**src/knn_pkg.sv**
```systemverilog
// shared constants for the k-nearest-neighbour search core
// store sizes, field widths and command codes; no dependencies
package knn_pkg;

	localparam int ENTRIES = 256;
	localparam int MAX_K   = 16;
	localparam int NFEAT   = 4;
	localparam int IDX_W   = $clog2(ENTRIES);
	localparam int CNT_W   = $clog2(ENTRIES + 1);
	localparam int FEAT_W  = 16;
	localparam int DIST_W  = 18;
	localparam int QUO_W   = 16;

	// command codes carried in the input tuser
	localparam logic [1:0] CMD_LOAD  = 2'd0;
	localparam logic [1:0] CMD_QUERY = 2'd1;
	localparam logic [1:0] CMD_CLEAR = 2'd2;

	// configuration register indexes
	localparam logic REG_NEIGHBOURS = 1'b0;
	localparam logic REG_FEATURES   = 1'b1;

	typedef logic [FEAT_W-1:0] feat_t;
	typedef logic [DIST_W-1:0] dist_t;

	// divider handshake between the core and each scale unit
	typedef struct packed {
		logic busy;
		logic done;
	} div_stat_t;

endpackage

```
**src/knn_div.sv**
```systemverilog
// restoring divider, one quotient bit per cycle, for feature scaling
// uses knn_pkg; quotient must fit QUO_W bits (dividend high half < divisor)
module knn_div (
	input  logic                              clk,
	input  logic                              arst_n,
	input  logic                              start,
	input  logic [2*knn_pkg::FEAT_W-1:0]      dividend,
	input  logic [knn_pkg::FEAT_W-1:0]        divisor,
	output logic [knn_pkg::QUO_W-1:0]         quotient,
	output knn_pkg::div_stat_t                stat
);

	localparam int CW = $clog2(knn_pkg::QUO_W + 1);

	logic [knn_pkg::FEAT_W-1:0] rem_q;
	logic [knn_pkg::FEAT_W-1:0] low_q;
	logic [knn_pkg::FEAT_W-1:0] div_q;
	logic [knn_pkg::QUO_W-1:0]  quo_q;
	logic [CW-1:0]              cnt_q;
	logic                       busy_q;
	logic                       done_q;
	logic [knn_pkg::FEAT_W:0]   trial;
	logic                       fits;

	// one trial subtraction per cycle
	always_comb begin
		trial = {rem_q, low_q[knn_pkg::FEAT_W-1]};
		fits  = trial >= {1'b0, div_q};
	end

	always_ff @(posedge clk or negedge arst_n) begin
		if (!arst_n) begin
			busy_q <= 1'b0;
			done_q <= 1'b0;
			cnt_q  <= '0;
		end else begin
			done_q <= 1'b0;
			if (start) begin
				busy_q <= 1'b1;
				cnt_q  <= CW'(knn_pkg::QUO_W);
			end else if (busy_q) begin
				cnt_q <= cnt_q - 1'b1;
				if (cnt_q == CW'(1)) begin
					busy_q <= 1'b0;
					done_q <= 1'b1;
				end
			end
		end
	end

	// datapath
	always_ff @(posedge clk) begin
		if (start) begin
			rem_q <= dividend[2*knn_pkg::FEAT_W-1:knn_pkg::FEAT_W];
			low_q <= dividend[knn_pkg::FEAT_W-1:0];
			div_q <= divisor;
			quo_q <= '0;
		end else if (busy_q) begin
			rem_q <= fits ? knn_pkg::FEAT_W'(trial - {1'b0, div_q})
				: trial[knn_pkg::FEAT_W-1:0];
			low_q <= {low_q[knn_pkg::FEAT_W-2:0], 1'b0};
			quo_q <= {quo_q[knn_pkg::QUO_W-2:0], fits};
		end
	end

	assign quotient  = quo_q;
	assign stat.busy = busy_q;
	assign stat.done = done_q;

endmodule

```
**config.mk**
```make
export PLATFORM = sky130hd
export DESIGN_NAME = knn_div
export DESIGN_NICKNAME = d
export VERILOG_FILES = /design/src/knn_pkg.sv /design/src/knn_div.sv
export SDC_FILE = /design/constraint.sdc
export NUM_CORES = 1
export LEC_CHECK = 0
export BUFFER_PORTS_ARGS = -buffer_cell sky130_fd_sc_hd__buf_2
export CORE_UTILIZATION = 56
export DETAILED_ROUTE_END_ITERATION = 12
export PLACE_DENSITY = 0.87
export SLEW_MARGIN = 30
export SYNTH_ARGS = -nofsm -noshare
export SYNTH_HDL_FRONTEND = slang
export SYNTH_SLANG_ARGS = --single-unit
```
**constraint.sdc**
```tcl
create_clock -name clk -period 3.1 [get_ports clk]
set_clock_uncertainty 0.1 [all_clocks]
set_input_delay 0 -clock clk [delete_from_list [all_inputs] [get_ports clk]]
set_output_delay 0 -clock clk [all_outputs]
set_load 0.01 [all_outputs]
```
==> results of run 1 <==
logic make-up after synthesis:
logic type / after synthesis / share of synthesized area
mux: 30 / 0.0821
buf+inv: 43 / 0.0476
compound gates: 75 / 0.152
xor+xnor: 16 / 0.0361
flops: 71 / 0.498
simple gates: 91 / 0.121
fa+ha+maj: 19 / 0.0631
final cells by class:
cell class / instances / share of cell area
clock buffers: 10 / 0.0254
inverters: 23 / 0.0172
clock inverters: 6 / 0.0232
multi-input cells: 231 / 0.352
repair buffers: 124 / 0.177
well taps: 77 / 0.0192
flip-flops and latches: 71 / 0.386
stage by stage:
stage                     setup WS (ps)  utilization  std cells  hold WS [ps]  power, mW
after CTS                           388        0.768        542          70.8       3.88
after floorplan                     585            -        345          -396       2.55
after detailed placement            393        0.654        476          -259       2.91
after global placement              485        0.654        476          -258       2.86
after global routing                199        0.768        542          94.7       4.14
final                               356        0.768        542          79.0       3.93
synth_stat cells (all sizes together) (2+ instances only):
cell / number
nand4b: 8
mux2: 15
nand4: 4
o311ai: 7
a311oi: 2
nand2: 19
a21o: 6
o31a: 3
o21bai: 2
xor2: 7
buf: 14
o21ai: 6
o211ai: 2
nor3: 3
inv: 23
nand3: 2
nor2b: 7
o21a: 2
dfxtp: 16
a32oi: 5
clkbuf: 6
a211o: 4
dfrtp: 7
and2: 2
edfxtp: 48
a21oi: 16
a211oi: 5
nor2: 32
xnor2: 9
mux2i: 15
ha: 18
o31ai: 4
nand2b: 7
per-layer routing:
layer	vias to the layer above	track usage	wire length [um]
met5	-	0	0
met4	0	0.115	241
met3	20	0.0681	492
met2	125	0.479	4700
met1	1506	0.335	3890
li1	1508	-	-
critical path, stage by stage (launching register included):
cell	delay [ps]
edfxtp_1	380
ha_1	220
fa_1	400
nand2b_1	170
a211o_1	280
a21oi_1	320
o221a_2	290
a2111oi_4	50
a221o_1	290
worst max-delay path by stage:
| stage | to | slack (ps) | cells after the start |
|---|---|---|---|
| 6_report | rem_q[14] | 360 | 8 |
| 2_1_floorplan | rem_q[14] | 590 | 9 |
| 5_1_grt | rem_q[14] | 200 | 8 |
| 3_3_place_gp | rem_q[14] | 480 | 9 |
| 4_1_cts | rem_q[14] | 390 | 8 |
| 3_5_place_dp | rem_q[14] | 390 | 8 |
power by group through the flow:
stage | combinational (mW) | sequential, mW | clock, mW
finish | 1.65 | 1.36 | 0.922
floorplan | 1.20 | 1.35 | 0
global route | 1.78 | 1.38 | 0.978
global placement | 1.50 | 1.36 | 0
detailed placement | 1.54 | 1.37 | 0
CTS | 1.60 | 1.35 | 0.924
state kept, by name, indices dropped and copies added, names as in the netlist:
name and count:
div_q 16, low_q 16, quotient 16, rem_q 16
cnt_q 5, busy_q 1, done_q 1
==> reports/qor.csv, run 1 <==
metric,value,unit
vias in the first global route,3202,
PostCTS Resize Cnt,0,
Post-synth top flop,edfxtp_1,
final cycle utilization of the critical path,0.885,
global-route wire length before repair,15300,um
Total Wirelength,9320,um
R2R cell count,8,
Worst-Margin Slew,787,ps
Setup TNS,0,ps
RD Place Congestion,0.871,
Max IR drop VDD,0.441,mV
Pwr Density,783,nW/um^2
Hold/Removal Path Class,in2reg,
drt drc,0,
Synth Register Bits,71,
GR Overflow Total,0,
"commonest non-fill, non-tap cells in the layout","67 x buf_2, 50 x dlygate4sd3_1, 48 x edfxtp_1",
Setup CP Type,reg2reg,
post-synth top area share,0.371,
CTS sink count,71,
# IOs,69,
Critical path origin,div_q[0],
R2R Path Start,div_q[0],
Max Freq,0.364,GHz
Final #Nets,530,
Core Area,6530,sq um
Routed Antenna Nets,0,
"Setup Fix Bufs, Post-CTS",0,
Area contributors post-synth,"edfxtp_1 37%, dfxtp_1 8.2%, ha_1 5.8%",
worst hold path depth,1,
Worst Setup End Kind,flop,
die width,85.3,um
layout overhead on the synthesized area,29.1,%
Worst setup SP type,flop,
Final Critical Period,2740,ps
I/O Buffers,68,
post-synthesis area per instance,11.3,sq um
Hold Path Sink,div_q[14],
Avg WL per Cell,17.2,um
syn nets,415,
Max-Cap Viols,0,
arrival time worst endpoint,2750,ps
DIE AREA,7280,sq um
Max-slew headroom,0.475,
drt pass-1 iters,7,
Sw Share,0.358,
Tot GR Track Use,0.278,
CTS H-tree depth,3,
Yosys top cell by area,edfxtp_1,
clock buffer count from CTS,9,
synth unique cells,60,
Layout fillers,405,
Iter 0 DRT Violations,254,
vias per cell,5.83,
Clock Power Share,0.235,
Worst Path Required,3110,ps
CTS max path bufs,2,
Post-synth EDFFs,48,
largest net degree at the start of global routing,56,
CTS tree,yes,
die height,85.3,um
detailed placement HPWL,5360,um
Register Area,1940,sq um
Clock transition at path regs,80,ps
Gate Count Post-Synth,345,
Multi-input gate area,1760,sq um
final setup fails,0,
Pint,2.52,mW
Yosys Warn Count,0,
initial cell density of the core,0.595,
Crit Path Max Fanout,4,
worst skew pair latency,370,ps
worst reg2reg path endpoint,rem_q[14],
Post-CTS Hold Fix Bufs,50,
RSZ-0062 raised after global routing,false,
share of cells above drive strength 1,0.243,
Cell Rows,29,
# diodes,0,
status,completed,
via count,3159,
switching power,1.41,mW
Comb pwr share,0.419,
HP Start,start,
initial antenna violation count,0,
synthesized cell area,3890,sq um
clk root buf,clkbuf_8,
P_leak,2.21,nW
Seq pwr share,0.346,
"commonest non-fill, non-tap cell in the layout",buf_2,
area post-placement,4270,sq um
fraction of registers with async set or reset after synthesis,0.0986,
final hold violations,0,
Final Cell Area,5020,sq um
post-synthesis sequential area ratio,0.498,
max-slew violations,0,
R2R Setup Slk,360,ps
Note: power is estimated with default switching activity, not from simulation.
==> run 2: changes to the inputs <==
CORE_MARGIN = 8   (was not set)
CORE_UTILIZATION = 58   (was 56)
CTS_BUF_LIST = sky130_fd_sc_hd__clkbuf_8   (was not set)
PLACE_DENSITY = 0.89   (was 0.87)
==> run 2 against run 1 <==
Global-route usage shrank 7.8 points. Critical endpoint unchanged. Utilization is 1.3 points lower. Sequential share of layout area hardly changed. Combinational power is essentially flat.
==> reports/qor.csv, run 2 (synthesis gave the netlist of run 1 again) <==
metric,value,unit
# diodes,0,
Final Cell Area,5020,sq um
Setup CP Type,reg2reg,
final std cells w/o fill,545,
# IOs,69,
vias per cell,5.72,
status,completed,
drt pass-1 iters,4,
Clock transition at path regs,80,ps
Worst setup SP type,flop,
initial cell density of the core,0.585,
CTS tree,yes,
Routed Antenna Nets,0,
Tot GR Track Use,0.200,
P_leak,2.21,nW
Setup TNS,0,ps
RD Place Congestion,0.867,
R2R Setup Slk,330,ps
pre-CTS setup slack,396,ps
Cell Rows,30,
largest net degree at the start of global routing,58,
detailed placement HPWL,5810,um
Final Critical Period,2770,ps
GR Overflow Total,0,
vias in the first global route,3230,
Worst Setup End Kind,flop,
Iter 0 DRT Violations,216,
I/O Buffers,68,
area post-placement,4280,sq um
DIE AREA,9580,sq um
Max Freq,0.361,GHz
final cycle utilization of the critical path,0.893,
Critical path origin,div_q[0],
"Core Util, Final",0.755,
Tot Pwr,3.91,mW
Hold/Removal Path Class,in2reg,
Total Wirelength,9550,um
Pint,2.52,mW
Max-Cap Viols,0,
R2R Path Start,div_q[0],
layout overhead on the synthesized area,29.1,%
CTS sink count,71,
Worst-Margin Slew,771,ps
clock buffer count from CTS,9,
"commonest non-fill, non-tap cells in the layout","67 x buf_2, 50 x dlygate4sd3_1, 48 x edfxtp_1",
clk root buf,clkbuf_8,
RSZ-0062 raised after global routing,false,
share of cells above drive strength 1,0.243,
Clock Power Share,0.234,
worst skew pair latency,350,ps
CTS H-tree depth,3,
CTS max path bufs,2,
switching power,1.39,mW
Final WS setup,332,ps
die width,97.9,um
Sw Share,0.356,
Crit Path Max Fanout,4,
arrival time worst endpoint,2760,ps
final hold slack,16.7,ps
drt drc,0,
Avg WL per Cell,17.5,um
final hold violations,0,
global-route wire length before repair,15500,um
Comb pwr share,0.418,
initial antenna violation count,0,
"commonest non-fill, non-tap cell in the layout",buf_2,
die height,97.9,um
Max-slew headroom,0.486,
max-slew violations,0,
HP Start,start,
Max IR drop VDD,0.428,mV
Pwr Density,779,nW/um^2
Final #Nets,530,
Seq pwr share,0.348,
final setup fails,0,
Core Area,6640,sq um
Post-Place Cells,479,
via count,3115,
Worst Path Required,3100,ps
run 2: power by group through the flow:
stage | Combinational, mW | Sequential, mW | Clock, mW
floorplan | 1.20 | 1.35 | 0
global placement | 1.52 | 1.36 | 0
detailed placement | 1.54 | 1.37 | 0
CTS | 1.61 | 1.36 | 0.921
global route | 1.79 | 1.38 | 0.957
finish | 1.63 | 1.36 | 0.916
run 2: final cells by class:
class / instances / area (sq um)
Sequential cell: 71 / 1940
Multi-Input combinational cell: 231 / 1760
Fill cell: 421 / 1630
Timing Repair Buffer: 124 / 888
Clock buffer: 9 / 124
Clock inverter: 7 / 119
Tap cell: 80 / 100
Inverter: 23 / 86.3
run 2: path summary, 6_finish.rpt:
| check | endpoint | cells after the start |
|---|---|---|
| max | rem_q[14] | 8 |
| min | cnt_q[2] | 2 |
| max reg2reg | rem_q[14] | 8 |
| min reg2reg | quotient[6] | 2 |
| max in group asynchronous | cnt_q[0] | 3 |
| min in group asynchronous | cnt_q[1] | 3 |
run 2: what timing repair did:
action | in CTS | in global routing
hold endpoints to repair | 55 | 0
resized for setup | 0 | 0
hold buffers | 50 | 0
buffers inserted | 0 | 0
run 2: layer usage:
layer	GRT usage	wire length, um	vias to the layer above
li1	-	-	1514
met1	0.227	4040	1496
met2	0.346	4810	87
met3	0.0477	462	18
met4	0.0983	237	0
met5	0	0	-
run 2: critical path: stages (launching register included):
cell and delay, ps:
edfxtp_1 390, ha_1 220, fa_1 420, nand2b_1 180, a211o_1 280, a21oi_1 330, o221a_2 290, a2111oi_4 50
a221o_1 270
==> run 3: changes to the inputs <==
ABC_AREA = 1   (was not set)
==> run 3 against run 2 <==
Largest cell class unchanged. Power fell by 0.40%. Hold slack improved by 140 ps. Flip-flop and latch count did not move. Clock power fell by 7.9%. Wire length rose by 14%. Final area rose by 3.2%.
==> reports/qor.csv, run 3 <==
metric,value,unit
Iter 0 DRT Violations,215,
RD Place Congestion,1.00,
fraction of registers with async set or reset after synthesis,0.0986,
Hold Path Sink,div_q[14],
max-slew violations,0,
synth cell count leaders,"183 x nand2_1, 87 x inv_1, 48 x edfxtp_1",
Layout fillers,489,
via count,3780,
Total Wirelength,10900,um
Critical path origin,rem_q[10],
Yosys Warn Count,0,
Post-synth top flop,edfxtp_1,
Core Area,6790,sq um
# diodes,0,
global-route wire length before repair,18500,um
R2R Path Start,rem_q[10],
detailed placement HPWL,6740,um
synth unique cells,34,
Max-slew headroom,0.513,
arrival time worst endpoint,2550,ps
GR Overflow Total,0,
PostCTS Resize Cnt,0,
Tot GR Track Use,0.233,
Setup CP Type,reg2reg,
Clock transition at path regs,80,ps
die height,99.6,um
worst hold path depth,1,
simple-gate portion of the synthesized area,0.298,
Post-synth EDFFs,48,
Yosys top cell by area,edfxtp_1,
DIE AREA,9910,sq um
RSZ-0062 raised after global routing,false,
"Setup Fix Bufs, Post-CTS",0,
clock buffer count from CTS,9,
R2R cell count,12,
post-synthesis compound-gate area fraction,0.0460,
HP Start,start,
die width,99.6,um
Final #Nets,697,
Hold/Removal Path Class,in2reg,
P_leak,2.64,nW
CTS tree,yes,
Max Freq,0.412,GHz
Max IR drop VDD,0.362,mV
Cell Rows,30,
most common cell in the netlist,nand2_1,
Worst-Margin Slew,731,ps
post-synth top area share,0.356,
final std cells w/o fill,728,
"commonest non-fill, non-tap cell in the layout",nand2_1,
Area contributors post-synth,"edfxtp_1 36%, nand2_1 17%, inv_1 8.1%",
I/O Buffers,68,
synthesized cell area,4050,sq um
final cycle utilization of the critical path,0.784,
post-synthesis area per instance,7.97,sq um
layout overhead on the synthesized area,27.9,%
Gate Count Post-Synth,508,
Max-Cap Viols,0,
final setup fails,0,
CTS sink count,71,
Post-Place Cells,662,
initial antenna violation count,0,
CTS max path bufs,2,
syn nets,578,
vias per cell,5.19,
Synth Register Bits,71,
worst reg2reg path endpoint,rem_q[12],
Worst Setup End Kind,flop,
final hold violations,0,
Adder-Cell Fraction of Synth Area,0.0606,
Setup TNS,0,ps
drt drc,0,
CTS H-tree depth,3,
Worst setup SP type,flop,
Final Cell Area,5180,sq um
post-synthesis mux area share,0,
Worst Path Required,3220,ps
Final WS setup,670,ps
largest family of logic cells by synthesized area,simple AND/OR/NAND/NOR gates,
"Core Util, Final",0.762,
R2R Setup Slk,670,ps
pre-CTS setup slack,776,ps
Pwr Density,752,nW/um^2
clk root buf,clkbuf_8,
vias in the first global route,3991,
post-synthesis sequential area ratio,0.478,
largest net degree at the start of global routing,36,
initial cell density of the core,0.596,
drt pass-1 iters,5,
Final Critical Period,2430,ps
area post-placement,4460,sq um
status,completed,
Crit Path Max Fanout,17,
# IOs,69,
share of cells above drive strength 1,0.161,
worst skew pair latency,350,ps
"commonest non-fill, non-tap cells in the layout","183 x nand2_1, 88 x inv_1, 68 x buf_2",
Synth Area in XOR/XNOR,0.0130,
Avg WL per Cell,14.9,um
Routed Antenna Nets,0,
run 3: how the worst max path moves through the flow:
stage,to,slack [ps],cells after the start
after floorplan,low_q[0],890,3
after global placement,rem_q[7],850,11
after detailed placement,rem_q[12],780,12
after CTS,rem_q[12],720,12
after global routing,rem_q[7],530,12
final,rem_q[12],670,12
run 3: kinds of logic after synthesis:
group                      after synthesis
buffers and inverters                  104
xor gates and xnor gates                 6
adders and majority gates               19
DFF                                     71
and+or+nand+nor                        275
AOI/OAI and AO/OA                       33
run 3: critical path, stage by stage (launching register included):
cell	delay [ps]
edfxtp_1	420
ha_1	400
nand2_2	120
inv_1	60
nand2_1	70
nand2_1	60
nand2_1	50
nand2_1	80
nor2_4	400
nand2_4	240
nand2_1	130
nand3_1	80
nand2_1	80
run 3: power breakdown:
| part | switching (mW) | internal (mW) |
|---|---|---|
| clock network | 0.388 | 0.456 |
| logic | 1.08 | 0.656 |
| registers | 0.0941 | 1.22 |
| total | 1.56 | 2.33 |
run 3: timing repair:
item,in CTS,in global routing
endpoints found under the hold margin,55,0
endpoints found under the setup margin,0,0
hold buffers,50,0
run 3: per-layer routing:
metal / global-route usage / up-vias / wire length [um]
met4: 0.105 / 0 / 284
met1: 0.260 / 1726 / 4480
li1: - / 1855 / -
met3: 0.0628 / 30 / 820
met2: 0.405 / 169 / 5280
met5: 0 / - / 0
run 3: area by class of cell:
type / count / area, sq um / share of cell area
repair buffers: 122 / 871 / 0.168
clock inverters: 7 / 97.6 / 0.0188
inverters: 90 / 338 / 0.0652
clock buffers: 9 / 124 / 0.0239
well taps: 96 / 120 / 0.0232
flip-flops and latches: 71 / 1940 / 0.374
multi-input cells: 333 / 1690 / 0.326
run 3: through the flow:
step | total power, mW | hold slack, ps
final | 3.89 | 157
after global routing | 4.21 | 183
after CTS | 3.87 | 139
after detailed placement | 2.97 | -259
after global placement | 2.92 | -263
after floorplan | 2.63 | -396
